==> src/rtl/rtpdtmf_pkg.sv <==
// ----------------------------------------------------------------------------
// rtpdtmf_pkg
// Types and constants shared by the telephone-event receiver modules.
// ----------------------------------------------------------------------------
package rtpdtmf_pkg;

   // configuration register indexes
   typedef enum logic [1:0] {
      CSR_EVENT_PT = 2'd0,
      CSR_ALT_PT   = 2'd1,
      CSR_KEY_DOWN = 2'd2
   } csr_index_type;

   // reset values of the configuration registers
   localparam logic [6:0] EVENT_PT_RESET = 7'd101;
   localparam logic [6:0] ALT_PT_RESET   = 7'd101;

   // volume above this counts as too quiet
   localparam logic [5:0] QUIET_LIMIT = 6'd55;

   // one delivered event
   typedef struct packed {
      logic [7:0]  digit;
      logic [5:0]  level;
      logic [31:0] duration;
   } token_type;

   // classified packet handed from the front to the back
   typedef struct packed {
      logic      handled;
      logic      old_valid;
      token_type old_tok;
      logic      new_valid;
      token_type new_tok;
   } cmd_type;

endpackage

==> src/rtl/rtpdtmf_front.sv <==
// ----------------------------------------------------------------------------
// rtpdtmf_front
// Accepts packets, matches payload type, filters quiet events, tracks the
// current event and emits one classified command per packet.
// ----------------------------------------------------------------------------
module rtpdtmf_front import rtpdtmf_pkg::*; (
   input  logic        clock,
   input  logic        reset,
   input  logic        csr_we,
   input  logic [1:0]  csr_index,
   input  logic [6:0]  csr_wdata,
   input  logic        req_push,
   input  logic [6:0]  req_payload_type,
   input  logic [31:0] req_rtp_timestamp,
   input  logic [15:0] req_event_word,
   input  logic [15:0] req_duration_word,
   input  logic        q_full,
   output logic        cmd_push,
   output cmd_type     cmd
);

   logic [6:0]  event_pt_ff, event_pt_in;
   logic [6:0]  alt_pt_ff, alt_pt_in;
   logic        key_down_ff, key_down_in;

   logic        have_event_ff, have_event_in;
   logic [7:0]  digit_ff, digit_in;
   logic [5:0]  level_ff, level_in;
   logic [31:0] stamp_ff, stamp_in;
   logic [31:0] dur_ff, dur_in;
   logic        delivered_ff, delivered_in;

   logic [7:0]  pkt_digit;
   logic [5:0]  pkt_vol;
   logic        pkt_end;
   logic        pt_match;
   logic        live;
   logic        is_new;
   logic        release_evt;
   logic [32:0] sum;
   logic [31:0] sat_dur;

   // field extraction
   assign pkt_digit = req_event_word[15:8];
   assign pkt_vol   = req_event_word[5:0];
   assign pkt_end   = req_event_word[7];

   assign cmd_push    = req_push && !q_full;
   assign pt_match    = (req_payload_type == event_pt_ff) ||
                        (req_payload_type == alt_pt_ff);
   assign live        = cmd_push && pt_match && (pkt_vol <= QUIET_LIMIT);
   assign is_new      = !have_event_ff || (digit_ff != pkt_digit) ||
                        (stamp_ff != req_rtp_timestamp);
   assign release_evt = key_down_ff || pkt_end;

   // saturating duration accumulate
   assign sum     = {1'b0, dur_ff} + {17'd0, req_duration_word};
   assign sat_dur = sum[32] ? 32'hFFFF_FFFF : sum[31:0];

   // command to the back end
   always_comb begin
      cmd.handled          = pt_match;
      cmd.old_valid        = live && is_new && have_event_ff && !delivered_ff;
      cmd.old_tok.digit    = digit_ff;
      cmd.old_tok.level    = level_ff;
      cmd.old_tok.duration = dur_ff;
      cmd.new_valid        = live && release_evt && (is_new || !delivered_ff);
      if (is_new) begin
         cmd.new_tok.digit    = pkt_digit;
         cmd.new_tok.level    = pkt_vol;
         cmd.new_tok.duration = {16'd0, req_duration_word};
      end else begin
         cmd.new_tok.digit    = digit_ff;
         cmd.new_tok.level    = level_ff;
         cmd.new_tok.duration = sat_dur;
      end
   end

   // configuration writes
   always_comb begin
      event_pt_in = event_pt_ff;
      alt_pt_in   = alt_pt_ff;
      key_down_in = key_down_ff;
      if (csr_we) begin
         unique case (csr_index)
            CSR_EVENT_PT: event_pt_in = csr_wdata;
            CSR_ALT_PT:   alt_pt_in   = csr_wdata;
            CSR_KEY_DOWN: key_down_in = csr_wdata[0];
            default: ;
         endcase
      end
   end

   // event tracking
   always_comb begin
      have_event_in = have_event_ff;
      digit_in      = digit_ff;
      level_in      = level_ff;
      stamp_in      = stamp_ff;
      dur_in        = dur_ff;
      delivered_in  = delivered_ff;
      if (live) begin
         if (is_new) begin
            have_event_in = 1'b1;
            digit_in      = pkt_digit;
            level_in      = pkt_vol;
            stamp_in      = req_rtp_timestamp;
            dur_in        = {16'd0, req_duration_word};
            delivered_in  = release_evt;
         end else if (!delivered_ff) begin
            dur_in = sat_dur;
            if (release_evt) begin
               delivered_in = 1'b1;
            end
         end
      end
   end

   always_ff @(posedge clock) begin
      if (reset) begin
         event_pt_ff   <= EVENT_PT_RESET;
         alt_pt_ff     <= ALT_PT_RESET;
         key_down_ff   <= 1'b0;
         have_event_ff <= 1'b0;
         digit_ff      <= '0;
         level_ff      <= '0;
         stamp_ff      <= '0;
         dur_ff        <= '0;
         delivered_ff  <= 1'b0;
      end else begin
         event_pt_ff   <= event_pt_in;
         alt_pt_ff     <= alt_pt_in;
         key_down_ff   <= key_down_in;
         have_event_ff <= have_event_in;
         digit_ff      <= digit_in;
         level_ff      <= level_in;
         stamp_ff      <= stamp_in;
         dur_ff        <= dur_in;
         delivered_ff  <= delivered_in;
      end
   end

`ifndef SYNTHESIS
   // any token implies a matched payload type
   a_token_handled: assert property (@(posedge clock) disable iff (reset)
      cmd_push && (cmd.old_valid || cmd.new_valid) |-> cmd.handled)
      else $error("token emitted for foreign payload type");
   // a flush only happens when an event was held
   a_flush_needs_event: assert property (@(posedge clock) disable iff (reset)
      cmd_push && cmd.old_valid |-> have_event_ff && !delivered_ff)
      else $error("flush without a pending event");
`endif

endmodule

==> src/rtl/rtpdtmf_queue.sv <==
// ----------------------------------------------------------------------------
// rtpdtmf_queue
// Two-entry command queue between the front and the back.
// ----------------------------------------------------------------------------
module rtpdtmf_queue import rtpdtmf_pkg::*; (
   input  logic    clock,
   input  logic    reset,
   input  logic    push,
   input  cmd_type push_data,
   input  logic    pop,
   output logic    full,
   output logic    empty,
   output cmd_type head
);

   cmd_type    entry_ff [2];
   logic       wr_ptr_ff, wr_ptr_in;
   logic       rd_ptr_ff, rd_ptr_in;
   logic [1:0] count_ff, count_in;
   logic       do_push;
   logic       do_pop;

   assign full    = (count_ff == 2'd2);
   assign empty   = (count_ff == 2'd0);
   assign head    = entry_ff[rd_ptr_ff];
   assign do_push = push && !full;
   assign do_pop  = pop && !empty;

   // pointer and fill bookkeeping
   always_comb begin
      wr_ptr_in = do_push ? !wr_ptr_ff : wr_ptr_ff;
      rd_ptr_in = do_pop ? !rd_ptr_ff : rd_ptr_ff;
      count_in  = count_ff + {1'b0, do_push} - {1'b0, do_pop};
   end

   always_ff @(posedge clock) begin
      if (reset) begin
         wr_ptr_ff <= 1'b0;
         rd_ptr_ff <= 1'b0;
         count_ff  <= 2'd0;
      end else begin
         wr_ptr_ff <= wr_ptr_in;
         rd_ptr_ff <= rd_ptr_in;
         count_ff  <= count_in;
      end
   end

   // storage, no reset
   always_ff @(posedge clock) begin
      if (do_push) begin
         entry_ff[wr_ptr_ff] <= push_data;
      end
   end

`ifndef SYNTHESIS
   a_count_range: assert property (@(posedge clock) disable iff (reset)
      count_ff != 2'd3)
      else $error("queue fill count out of range");
   a_ptr_match: assert property (@(posedge clock) disable iff (reset)
      (count_ff == 2'd0 || count_ff == 2'd2) |-> (wr_ptr_ff == rd_ptr_ff))
      else $error("queue pointers disagree with fill count");
`endif

endmodule

==> src/rtl/rtpdtmf_back.sv <==
// ----------------------------------------------------------------------------
// rtpdtmf_back
// Expands each command into one or two result beats held in an output
// register.
// ----------------------------------------------------------------------------
module rtpdtmf_back import rtpdtmf_pkg::*; (
   input  logic        clock,
   input  logic        reset,
   input  logic        q_empty,
   input  cmd_type     head,
   output logic        q_pop,
   input  logic        rsp_pop,
   output logic        rsp_empty,
   output logic        rsp_handled,
   output logic        rsp_token_valid,
   output logic [7:0]  rsp_digit,
   output logic [5:0]  rsp_level,
   output logic [31:0] rsp_total_duration,
   output logic        rsp_last
);

   logic        out_valid_ff, out_valid_in;
   logic        phase_ff, phase_in;
   logic        load;
   logic        step;
   logic        beat_tok;
   token_type   beat;
   logic        beat_last;
   logic        beat_done;

   logic        handled_ff;
   logic        tok_ff;
   token_type   tok_data_ff;
   logic        last_ff;

   assign load  = !out_valid_ff || rsp_pop;
   assign step  = load && !q_empty;
   assign q_pop = step && beat_done;

   // choose the next beat from the head command
   always_comb begin
      beat_tok  = 1'b0;
      beat      = '0;
      beat_last = 1'b1;
      beat_done = 1'b1;
      phase_in  = phase_ff;
      if (!phase_ff && head.old_valid) begin
         beat_tok  = 1'b1;
         beat      = head.old_tok;
         beat_last = !head.new_valid;
         beat_done = !head.new_valid;
         if (step) begin
            phase_in = head.new_valid;
         end
      end else begin
         if (head.new_valid) begin
            beat_tok = 1'b1;
            beat     = head.new_tok;
         end
         if (step) begin
            phase_in = 1'b0;
         end
      end
      out_valid_in = load ? !q_empty : out_valid_ff;
   end

   always_ff @(posedge clock) begin
      if (reset) begin
         out_valid_ff <= 1'b0;
         phase_ff     <= 1'b0;
      end else begin
         out_valid_ff <= out_valid_in;
         phase_ff     <= phase_in;
      end
   end

   // output register, no reset
   always_ff @(posedge clock) begin
      if (step) begin
         handled_ff  <= head.handled;
         tok_ff      <= beat_tok;
         tok_data_ff <= beat;
         last_ff     <= beat_last;
      end
   end

   assign rsp_empty          = !out_valid_ff;
   assign rsp_handled        = handled_ff;
   assign rsp_token_valid    = tok_ff;
   assign rsp_digit          = tok_data_ff.digit;
   assign rsp_level          = tok_data_ff.level;
   assign rsp_total_duration = tok_data_ff.duration;
   assign rsp_last           = last_ff;

`ifndef SYNTHESIS
   // second half of a two-token packet keeps its command at the head
   a_phase_has_cmd: assert property (@(posedge clock) disable iff (reset)
      phase_ff |-> !q_empty)
      else $error("second token pending with empty queue");
   // mid-packet beat is always followed by its last beat
   a_phase_after_first: assert property (@(posedge clock) disable iff (reset)
      phase_ff |-> out_valid_ff && !last_ff)
      else $error("second token pending without first beat shown");
`endif

endmodule

==> src/rtl/rtp_dtmf_event_receiver_core.sv <==
// Path: an accepted packet is written into the command queue and then loaded into
// the result output register, when that is empty or popped, to show its first beat.
// Throughput: one packet per cycle when it yields one beat and results are popped;
// a flush plus a new event gives two beats through the single result register.
// Reset: synchronous, active high; clears event state, empties queue and output
// register, and loads payload types 101 and key-down delivery off.
// ----------------------------------------------------------------------------
// rtp_dtmf_event_receiver_core
// Telephone-event receiver: front classifier, command queue and result back end.
// ----------------------------------------------------------------------------
module rtp_dtmf_event_receiver_core import rtpdtmf_pkg::*; (
   input  logic        clock,
   input  logic        reset,
   input  logic        csr_we,
   input  logic [1:0]  csr_index,
   input  logic [6:0]  csr_wdata,
   input  logic        req_push,
   output logic        req_full,
   input  logic [6:0]  req_payload_type,
   input  logic [31:0] req_rtp_timestamp,
   input  logic [15:0] req_event_word,
   input  logic [15:0] req_duration_word,
   output logic        rsp_empty,
   input  logic        rsp_pop,
   output logic        rsp_handled,
   output logic        rsp_token_valid,
   output logic [7:0]  rsp_digit,
   output logic [5:0]  rsp_level,
   output logic [31:0] rsp_total_duration,
   output logic        rsp_last
);

   logic    q_full;
   logic    q_empty;
   logic    q_pop;
   logic    cmd_push;
   cmd_type cmd;
   cmd_type head;

   assign req_full = q_full;

   rtpdtmf_front u_front (
      .clock             (clock),
      .reset             (reset),
      .csr_we            (csr_we),
      .csr_index         (csr_index),
      .csr_wdata         (csr_wdata),
      .req_push          (req_push),
      .req_payload_type  (req_payload_type),
      .req_rtp_timestamp (req_rtp_timestamp),
      .req_event_word    (req_event_word),
      .req_duration_word (req_duration_word),
      .q_full            (q_full),
      .cmd_push          (cmd_push),
      .cmd               (cmd)
   );

   rtpdtmf_queue u_queue (
      .clock     (clock),
      .reset     (reset),
      .push      (cmd_push),
      .push_data (cmd),
      .pop       (q_pop),
      .full      (q_full),
      .empty     (q_empty),
      .head      (head)
   );

   rtpdtmf_back u_back (
      .clock              (clock),
      .reset              (reset),
      .q_empty            (q_empty),
      .head               (head),
      .q_pop              (q_pop),
      .rsp_pop            (rsp_pop),
      .rsp_empty          (rsp_empty),
      .rsp_handled        (rsp_handled),
      .rsp_token_valid    (rsp_token_valid),
      .rsp_digit          (rsp_digit),
      .rsp_level          (rsp_level),
      .rsp_total_duration (rsp_total_duration),
      .rsp_last           (rsp_last)
   );

endmodule

==> config.mk <==
export PLATFORM = sky130hd
export DESIGN_NAME = rtp_dtmf_event_receiver_core
export DESIGN_NICKNAME = d
export VERILOG_FILES = /design/src/rtl/rtpdtmf_pkg.sv /design/src/rtl/rtpdtmf_front.sv /design/src/rtl/rtpdtmf_queue.sv /design/src/rtl/rtpdtmf_back.sv /design/src/rtl/rtp_dtmf_event_receiver_core.sv
export SDC_FILE = /design/constraint.sdc
export NUM_CORES = 1
export LEC_CHECK = 0
export CAP_MARGIN = 25
export CORE_UTILIZATION = 57
export CTS_BUF_LIST = sky130_fd_sc_hd__clkbuf_8
export DETAILED_ROUTE_END_ITERATION = 7
export DONT_BUFFER_PORTS = 1
export MAX_ROUTING_LAYER = met4
export PLACE_DENSITY = 0.7
export SLEW_MARGIN = 10
export SYNTH_ARGS = -nofsm -noshare
export SYNTH_HDL_FRONTEND = slang
export SYNTH_SLANG_ARGS = --single-unit
==> constraint.sdc <==
create_clock -name clock -period 5.7 [get_ports clock]
set_input_delay 0.285 -clock clock [delete_from_list [all_inputs] [get_ports clock]]
set_output_delay 0.285 -clock clock [all_outputs]
set_load 0.01 [all_outputs]
==> run metrics, run 1 <==
reg2reg setup slack=2250 ps; Leak=5.868 nW; pwr/cell area=382.6 mW/mm^2; period utilization=60.49%; WS Path Type=flip-flop to flip-flop; Most Frequent Cell on Critical Path=a21o_1; Post-Syn Area=0.01501 sq mm; RD Place Congestion=0.8379; Vias/cell=5.934; Layout Skew=30.15 ps; max cap viols=0; critical path peak fanout=16; clk slew on worst S/H paths=70 ps; critical path cell sequence=xnor2_1 -> nand4_1 -> nor4_4 -> and3_1 -> buf_8 -> a21o_1 -> nor2_1 -> a21o_1; final hold slack=22.97 ps; WHS Endpoint=u_queue.entry_ff[1][11]; Mean Syn Cell Area=11.84 sq um; layout cells sized above 1=7.670%; Synth Flop Type=edfxtp_1; Final Max Slew Viols=0; via count=10110; # clock sinks=341; PortBufs=0; Net Count, Synth=1371; Yosys cell types=65; vias in the first global route=9982; Seq cells post-synth=341; placed instance count=1538; Mapped Cells=1267; Achievable Freq=0.2900 GHz; GRT Total Usage=26.14%; final HPWL from detailed placement=19700 um; diode count=0; RSZ-0062 raised after global routing=false; largest family of logic cells by synthesized area=simple AND/OR/NAND/NOR gates; Required @ worst endpoint=6160 ps; crit start category=flip-flop; Slew headroom=33.71%; Layout area overhead=13.15%; CTS tree=built; final hold vios=0; Die Ht=164.3 um; worst hold start=req_duration_word[11]; simple-gate share of the synthesized area=12.06%; Worst R2R End=u_front.dur_ff[8]; Period minus WS final=3448 ps; number of synthesized flops with an enable pin=239; cell area after layout=0.01698 sq mm; DP Area=0.01528 sq mm; total wire length=33610 um; die width=164.3 um; mux cell area share after synthesis=7.562%; Core Area=0.02591 sq mm; Root Buffer=clkbuf_8; critical path's largest stage delay=620 ps; adder-cell area share of the yosys netlist=1.634%; worst min path class=input port to flip-flop; global-route wire length before repair=52610 um; htree depth=2; remaining antenna violation count=0; final setup violation count=0; CP Data Arrival Time=3910 ps; row cnt=59; total CTS buffers=53; Non-Filler Instances=1704; Critical R2R Launch=u_front.digit_ff[6]; post-synthesis sequential area ratio=61.43%; Fin Setup TNS=0 ps; Initial Utilization=57.92%; Remaining DRCs=0; Detailed Route Iter0 Violations=877; GRT Residual Overflow=0; pin count of the biggest net entering global routing=75; hold path depth=2; Synth Area in Compound Gates=9.947%; I/O Pins=136; Final #Nets=1429; Skew-Pair Late Insertion Delay=590 ps; Resize count post-CTS=0; Worst VDD drop=0.2646 mV; Worst Max-Slew Pin Slew=994.3 ps; die area=0.02698 sq mm; xor and xnor area share after synthesis=4.669%; First-pass DRT Iterations=5; Crit-path slowest cell=and3_1; Reg2Reg Depth=8; Buf+Inv Stages, Crit Path=1; Critical Path End Type=flip-flop; Max clock buf depth=3; wire per inst=19.72 um; Synthesis Warnings=0; FFs w/ async S/R, synth=0%; outcome=finished, final reports clean; initial antenna violation count=0; critical path's top delay family=simple AND/OR/NAND/NOR gates
state kept, by name, summed over array words and instances, names as in the netlist, 2 cells and up, named ones only:
register and flops:
u_back.rsp_digit 8, u_back.rsp_level 6, u_back.rsp_total_duration 32, u_front.alt_pt_ff 7
u_front.digit_ff 8, u_front.dur_ff 32, u_front.event_pt_ff 7, u_front.level_ff 6
u_front.stamp_ff 32, u_queue.count_ff 2, u_queue.entry_ff 190
worst max path at each step:
stage / startpoint / end / slack, ps / cells after the start
2_1_floorplan: u_queue.count_ff[0] / u_queue.entry_ff[0][0] / 600 / 3
3_3_place_gp: flip-flop / u_queue.count_ff[1] / 2150 / 11
3_5_place_dp: u_front.digit_ff[6] / u_front.dur_ff[8] / 2120 / 7
4_1_cts: u_front.digit_ff[6] / u_front.level_ff[0] / 1940 / 9
5_1_grt: u_front.dur_ff[0] / u_queue.entry_ff[0][7] / 2060 / 8
6_report: u_front.digit_ff[6] / u_front.dur_ff[8] / 2250 / 8
per-stage QoR:
stage	util, %	worst slack, ps	power [mW]
final	65.53	2252	6.497
after global routing	65.53	2064	6.808
after CTS	65.47	1943	6.567
after detailed placement	58.98	2118	4.588
after global placement	58.80	2146	4.544
after floorplan	-	604.2	4.245
worst register-to-register path, stage by stage (launching register included):
cell	delay, ps
dfxtp_1	350
xnor2_1	340
nand4_1	230
nor4_4	370
and3_1	620
buf_8	240
a21o_1	530
nor2_1	380
a21o_1	260
placed cells by master, fill, tap and decap left out, types with 4 or more instances in the layout:
| master | instances |
|---|---|
| clkbuf_8 | 55 |
| buf_4 | 12 |
| ha_1 | 18 |
| dfxtp_1 | 101 |
| dlygate4sd3_1 | 65 |
| nor2_1 | 52 |
| inv_1 | 43 |
| nor3b_1 | 4 |
| nor2b_1 | 6 |
| o2bb2ai_1 | 15 |
| o211ai_1 | 6 |
| nor4_1 | 6 |
| or3_1 | 51 |
| o311ai_0 | 4 |
| a31oi_1 | 9 |
| xnor2_1 | 72 |
| nand2_1 | 153 |
| clkinv_2 | 8 |
| nor3_1 | 17 |
| and4_1 | 5 |
| o22ai_1 | 9 |
| a211oi_1 | 4 |
| o21ai_0 | 55 |
| nand4_1 | 25 |
| clkinv_1 | 8 |
| nand2b_1 | 4 |
| mux2i_1 | 109 |
| and2_1 | 6 |
| a21o_1 | 10 |
| xor2_1 | 8 |
| a21oi_1 | 98 |
| nand3_1 | 19 |
| edfxtp_1 | 239 |
| and3_1 | 8 |
power breakdown:
group / leakage [nW] / internal [mW] / switching, mW
sequential: 3.15 / 3.16 / 0.275
combinational: 2.12 / 0.435 / 0.702
clock: 0.595 / 0.992 / 0.930
total: 5.87 / 4.59 / 1.91
cells by family after synthesis:
logic type	Yosys count
xor gates and xnor gates	80
DFF	341
AOI/OAI and AO/OA	244
and+or+nand+nor	371
buffers and inverters	99
muxes	113
adders and majority gates	19
layout make-up:
cell class | count | area, sq um
clock inverter | 44 | 247.7
timing repair buffer | 81 | 830.8
tap | 335 | 419.2
fill | 1987 | 8931
clock buffer | 55 | 757.0
sequential | 341 | 9223
inverter | 21 | 78.83
multi-input combinational | 827 | 5424
metal layers:
layer	vias up	track usage (%)	part of all wire [%]	wire length [um]
li1	4797	-	-	-
met2	335	42.71	49	16480
met3	71	5.404	6.6	2233
met1	4908	32.46	42	14050
met5	-	-	0	0
met4	0	8.586	2.5	854
synth_stat cells (all sizes together), types with 7 or more instances:
master   number  share of area [%]
edfxtp      239                 48
buf          30               0.98
nand4        25                1.0
a31oi         9               0.38
nor3         18               0.63
and3          9               0.38
nor2         55                1.4
o22ai        10               0.46
or3          51                2.1
mux2i       110                7.3
a21o         10               0.50
nand2       153                3.8
nand3        21               0.73
dfxtp       102                 14
xor2          8               0.47
o2bb2ai      15               0.88
clkbuf       48                1.2
ha           18                1.5
inv          21               0.53
a21oi       100                3.4
o21ai        55                1.8
xnor2        72                4.2
nor4          8               0.48
o311ai        7               0.41
what timing repair did:
item                                   4_1_cts  5_1_grt
endpoints found under the hold margin      131        0
hold buffers                                66        0
setup buffers                                0        0
(Power assumes the default switching activity.)
==> run 2: changes to the inputs <==
- clock period: 5.7 -> 3.2 ns (I/O delays scaled with it)
==> run metrics, run 2 (same netlist as run 1, synthesis figures left out) <==
layout cells sized above 1=8.696% (+1.0 points); Largest register FFs=190 (unchanged); GRT Total Usage=26.29% (+0.15 points); First-pass DRT Iterations=5 (unchanged); Core Area=0.02591 sq mm (unchanged); crit start category=flip-flop; Vias/cell=5.861 (-1.2%); WS Path Type=flip-flop to flip-flop; row cnt=59 (unchanged); Remaining DRCs=0 (unchanged); GRT Residual Overflow=0 (unchanged); Final #Nets=1462 (+2.3%); Detailed Route Iter0 Violations=704 (-20%); Place WS=134.2 ps (-1984 ps); total CTS buffers=53 (unchanged); vias in the first global route=10320 (+3.4%); Required @ worst endpoint=3510 ps (-2650 ps); Layout Skew=25.61 ps (-4.539 ps); max cap viols=0 (unchanged); commonest non-fill, non-tap cell in the layout=edfxtp_1; worst min path class=input port to flip-flop; # clock sinks=341 (unchanged); via count=10200 (+0.86%); final hold vios=0 (unchanged); Slew headroom=50.77% (+17 points); RD Place Congestion=0.8865 (+5.8%); PortBufs=0 (unchanged); Reg2Reg Depth=9 (+1); Critical R2R Launch=u_front.dur_ff[0]; Worst R2R End=u_queue.entry_ff[0][30]; Worst Max-Slew Pin Slew=738.5 ps (-255.8 ps); Skew-Pair Late Insertion Delay=590 ps (about the same); Final Max Slew Viols=0 (unchanged); most frequent cells in the layout=239 x edfxtp_1, 153 x nand2_1, 109 x mux2i_1; Largest Register=u_queue.entry_ff; Achievable Freq=0.3327 GHz (+15%); total wire length=33830 um (+0.64%); global-route wire length before repair=52960 um (+0.68%); initial antenna violation count=1 (+1); outcome=finished, final reports clean; Period minus WS final=3005 ps (-442.5 ps); Worst VDD drop=0.6131 mV (+130%); Leak=6.065 nW (+3.4%); pin count of the biggest net entering global routing=96 (+28%); Critical Path End Type=flip-flop; wire per inst=19.44 um (-1.4%); clk slew on worst S/H paths=60 ps (about the same); RSZ-0062 raised after global routing=false; pwr/cell area=667.7 mW/mm^2 (+74%); Initial Utilization=57.92% (unchanged); htree depth=2 (unchanged); Max clock buf depth=3 (unchanged); reg2reg setup slack=190 ps (-2060 ps); worst hold start=req_event_word[5]; CTS tree=built; CP Data Arrival Time=3320 ps (-590 ps); Layout area overhead=15.12%; period utilization=93.92% (+33 points); remaining antenna violation count=0 (unchanged); final HPWL from detailed placement=20050 um (+1.7%); final worst slack=194.7 ps (-2057 ps); Fin Setup TNS=0 ps (unchanged); Root Buffer=clkbuf_8; critical path peak fanout=11 (-5); Die Ht=164.3 um (unchanged); final setup violation count=0 (unchanged); die width=164.3 um (unchanged); WHS Endpoint=u_front.stamp_ff[11]; die area=0.02698 sq mm (unchanged); hold path depth=4 (+2); I/O Pins=136 (unchanged)
-- run 2: changes by cell type in the layout (fill, tap and decap cells not counted), sizes merged --
cell,change
inv,+13
dlygate4sd3,+14
clkbuf,+6
diode,+2
clkinvlp,-1
clkinv,-15
bufinv,-2
buf,+19
-- run 2: layout make-up --
class / instances / area (sq um)
Inverter: 21 / 78.83
Fill cell: 1927 / 8635
Clock inverter: 39 / 161.4
Sequential cell: 341 / 9223
Multi-Input combinational cell: 827 / 5439
Antenna cell: 2 / 5.005
Tap cell: 335 / 419.2
Clock buffer: 61 / 839.6
Timing Repair Buffer: 114 / 1111
-- run 2: critical path: stages, from the launching register on --
cell	delay [ps]
dfxtp_1	360
ha_1	220
fa_1	270
a211oi_1	110
o211ai_1	320
nand2_1	180
o41a_1	510
nand2_1	330
nor4bb_1	340
nor3_1	110
-- run 2: worst max path at each step --
stage	startpoint	end	slack (ps)	cells past startpoint
floorplan	u_back.out_valid_ff	u_queue.count_ff[1]	440	9
global placement	u_front.dur_ff[0]	u_queue.entry_ff[1][30]	200	9
detailed placement	u_front.dur_ff[0]	u_queue.entry_ff[1][30]	130	9
CTS	u_front.dur_ff[0]	u_queue.entry_ff[0][30]	130	9
global route	u_front.digit_ff[1]	u_front.stamp_ff[30]	10	10
finish	u_front.dur_ff[0]	u_queue.entry_ff[0][30]	190	9
-- run 2: metal layers --
layer	vias up	share of wire [%]	global-route usage [%]
met5	-	0	-
met4	0	2.6	10.44
met3	79	5.7	4.747
met2	315	48	42.79
met1	4934	43	32.50
li1	4870	-	-
-- run 2: what timing repair did --
action / CTS / global route
resized for setup: 0 / 3
setup endpoints to repair: 0 / 5
hold buffers: 80 / 0
hold endpoints to repair: 159 / 0
setup buffers: 0 / 1
-- run 2: where the power goes --
part	total [mW]	internal [mW]	switching, mW
Sequential	6.00	5.63	0.365
Clock	3.37	1.74	1.63
Combinational	2.17	0.804	1.37
Total	11.5	8.17	3.36
-- run 2: through the flow --
stage	area, sq um	hold slack [ps]	instances	total power, mW	util (%)
2_1_floorplan	15020	285.1	1267	7.528	-
3_3_place_gp	15410	242.5	1556	8.113	59.47
3_5_place_dp	15430	239.2	1557	8.166	59.55
4_1_cts	17250	4.160	1737	11.65	66.57
5_1_grt	17280	45.62	1740	12.09	66.68
6_report	17280	27.70	1740	11.54	66.68
==> run 3: changes to the inputs <==
- PLACE_DENSITY: 0.7 -> unset
- PLACE_DENSITY_LB_ADDON: unset -> 0.12
==> run metrics, run 3 (same netlist as run 1, synthesis figures left out) <==
critical path cell sequence=ha_1 -> fa_1 -> a211oi_1 -> o211ai_1 -> a211oi_1 -> or3_1 -> buf_4 -> a31oi_1 -> o22a_1; Layout Skew=22.22 ps (-3.399 ps); Critical Path End Type=flip-flop; Initial Utilization=57.92% (unchanged); Final #Nets=1460 (-0.14%); Detailed Route Iter0 Violations=727 (+3.3%); Largest register FFs=190 (unchanged); Final Max Slew Viols=0 (unchanged); Reg area=0.009223 sq mm (unchanged); remaining antenna violation count=0 (unchanged); commonest non-fill, non-tap cell in the layout=edfxtp_1; Core Area=0.02591 sq mm (unchanged); CP Data Arrival Time=3500 ps (+180 ps); critical path's top delay family=compound AO/OA/AOI/OAI gates; die area=0.02698 sq mm (unchanged); diode count=0 (-2); Layout area overhead=15.11% (about the same); Sw Ratio=29.44% (+0.29 points); Clock Power Share=29.8% (+0.6 points); CTS tree=built; total CTS buffers=55 (+3.8%); combinational power share=18.7% (about the same); Period minus WS final=3020 ps (+15.03 ps); fillcell total=1981 (+2.8%); DP Area=0.01540 sq mm (-0.16%); Crit-path slowest cell=a211oi_1; PortBufs=0 (unchanged); htree depth=2 (unchanged); Most Frequent Cell on Critical Path=a211oi_1; GRT Residual Overflow=0 (unchanged); Largest Register=u_queue.entry_ff; die width=164.3 um (unchanged); Skew-Pair Late Insertion Delay=590 ps (about the same); # clock sinks=341 (unchanged); Psw=3.429 mW (+2.0%); M1 GR Usage=34.73% (+2.2 points); First-pass DRT Iterations=6 (+1); RD Place Congestion=0.8675 (-2.1%); Vias/cell=5.953 (+1.6%); met2 usage=43.00% (+0.21 points); critical path peak fanout=12 (+1); outcome=finished, final reports clean; global-route wire length before repair=54860 um (+3.6%); Max clock buf depth=3 (unchanged); Achievable Freq=0.3311 GHz (-0.50%); row cnt=59 (unchanged); GR Util met3=4.722% (-0.025 points); final setup violation count=0 (unchanged); cell area after layout=0.01727 sq mm (about the same); Worst Max-Slew Pin Slew=846.0 ps (+107.5 ps); layer with the highest usage=met2; Int Power=8.221 mW (+0.58%); Slew headroom=43.54% (-7.2 points); GRT Total Usage=26.89% (+0.60 points); pwr/cell area=674.4 mW/mm^2 (+1.0%); Leak=6.024 nW (-0.67%); area of the multi-input gates=0.005430 sq mm (-0.16%); final HPWL from detailed placement=19930 um (-0.56%); Die Ht=164.3 um (unchanged); RSZ-0062 raised after global routing=false; period utilization=94.39% (+0.47 points); I/O Pins=136 (unchanged); vias in the first global route=10430 (+1.1%); Root Buffer=clkbuf_8; clk slew on worst S/H paths=60 ps (about the same); final hold vios=0 (unchanged); Remaining DRCs=0 (unchanged); via count=10350 (+1.5%); max cap viols=0 (unchanged); total wire length=34320 um (+1.4%); worst min path class=input port to flip-flop; layout cells sized above 1=8.482% (-0.21 points); crit start category=flip-flop; Worst VDD drop=0.5668 mV (-7.5%); Flop pwr share=51.5% (-0.5 points); wire per inst=19.74 um (+1.6%); Buf+Inv Stages, Crit Path=1 (+1); Fin Setup TNS=0 ps (unchanged); Required @ worst endpoint=3680 ps (+170 ps); most frequent cells in the layout=239 x edfxtp_1, 153 x nand2_1, 109 x mux2i_1; critical path's largest stage delay=450 ps (-60 ps); WS Path Type=flip-flop to flip-flop; initial antenna violation count=0 (-1); pin count of the biggest net entering global routing=94 (-2.1%)
## run 3: cell type report
class / instances / share of cell area, %
flip-flops and latches: 341 / 53.39
clock inverters: 45 / 1.231
clock buffers: 59 / 4.701
multi-input cells: 827 / 31.44
inverters: 21 / 0.4563
well taps: 335 / 2.426
repair buffers: 110 / 6.360
## run 3: power by group through the flow
stage | clock network [mW] | registers, mW | logic [mW]
after global routing | 3.72 | 6.08 | 2.40
final | 3.47 | 6.00 | 2.18
after floorplan | 0 | 6.03 | 1.50
after global placement | 0 | 6.06 | 2.06
after detailed placement | 0 | 6.09 | 2.09
after CTS | 3.53 | 6.00 | 2.21
## run 3: worst paths after layout
path | from | endpoint | slack [ps] | cells after the start
max | u_front.dur_ff[0] | u_front.dur_ff[30] | 180 | 9
min | req_event_word[3] | u_front.stamp_ff[11] | 20 | 4
max reg2reg | u_front.dur_ff[0] | u_front.dur_ff[30] | 180 | 9
min reg2reg | u_front.stamp_ff[16] | u_front.stamp_ff[16] | 470 | 2
## run 3: stage by stage
| step | hold WS, ps | instances | total power, mW | utilization [%] | worst slack [ps] |
|---|---|---|---|---|---|
| 2_1_floorplan | 285.1 | 1267 | 7.528 | - | 435.0 |
| 3_3_place_gp | 245.4 | 1551 | 8.121 | 59.38 | 283.9 |
| 3_5_place_dp | 248.8 | 1552 | 8.178 | 59.45 | 208.9 |
| 4_1_cts | 4.249 | 1738 | 11.74 | 66.64 | 212.6 |
| 5_1_grt | 44.91 | 1738 | 12.20 | 66.67 | 4.677 |
| 6_report | 24.46 | 1738 | 11.65 | 66.67 | 179.7 |
## run 3: repair_timing
action / in CTS / in global routing
gates resized for setup: 0 / 1
endpoints found under the setup margin: 0 / 3
hold buffers: 82 / 0
hold endpoints to repair: 159 / 0
buffers inserted: 0 / 0
## run 3: worst reg2reg max path: cells and delay by family, from the launching register on
kind | cells | cell delay, ps
AOI/OAI and AO/OA | 5 | 1330
DFF | 1 | 330
adders and majority gates | 2 | 650
buffers and inverters | 1 | 260
and+or+nand+nor | 1 | 350
## run 3: layer usage
layer | share of wire [%] | wire length (um)
met1 | 43 | 14740
met2 | 48 | 16600
met3 | 6.3 | 2154
met4 | 2.4 | 824
met5 | 0 | 0
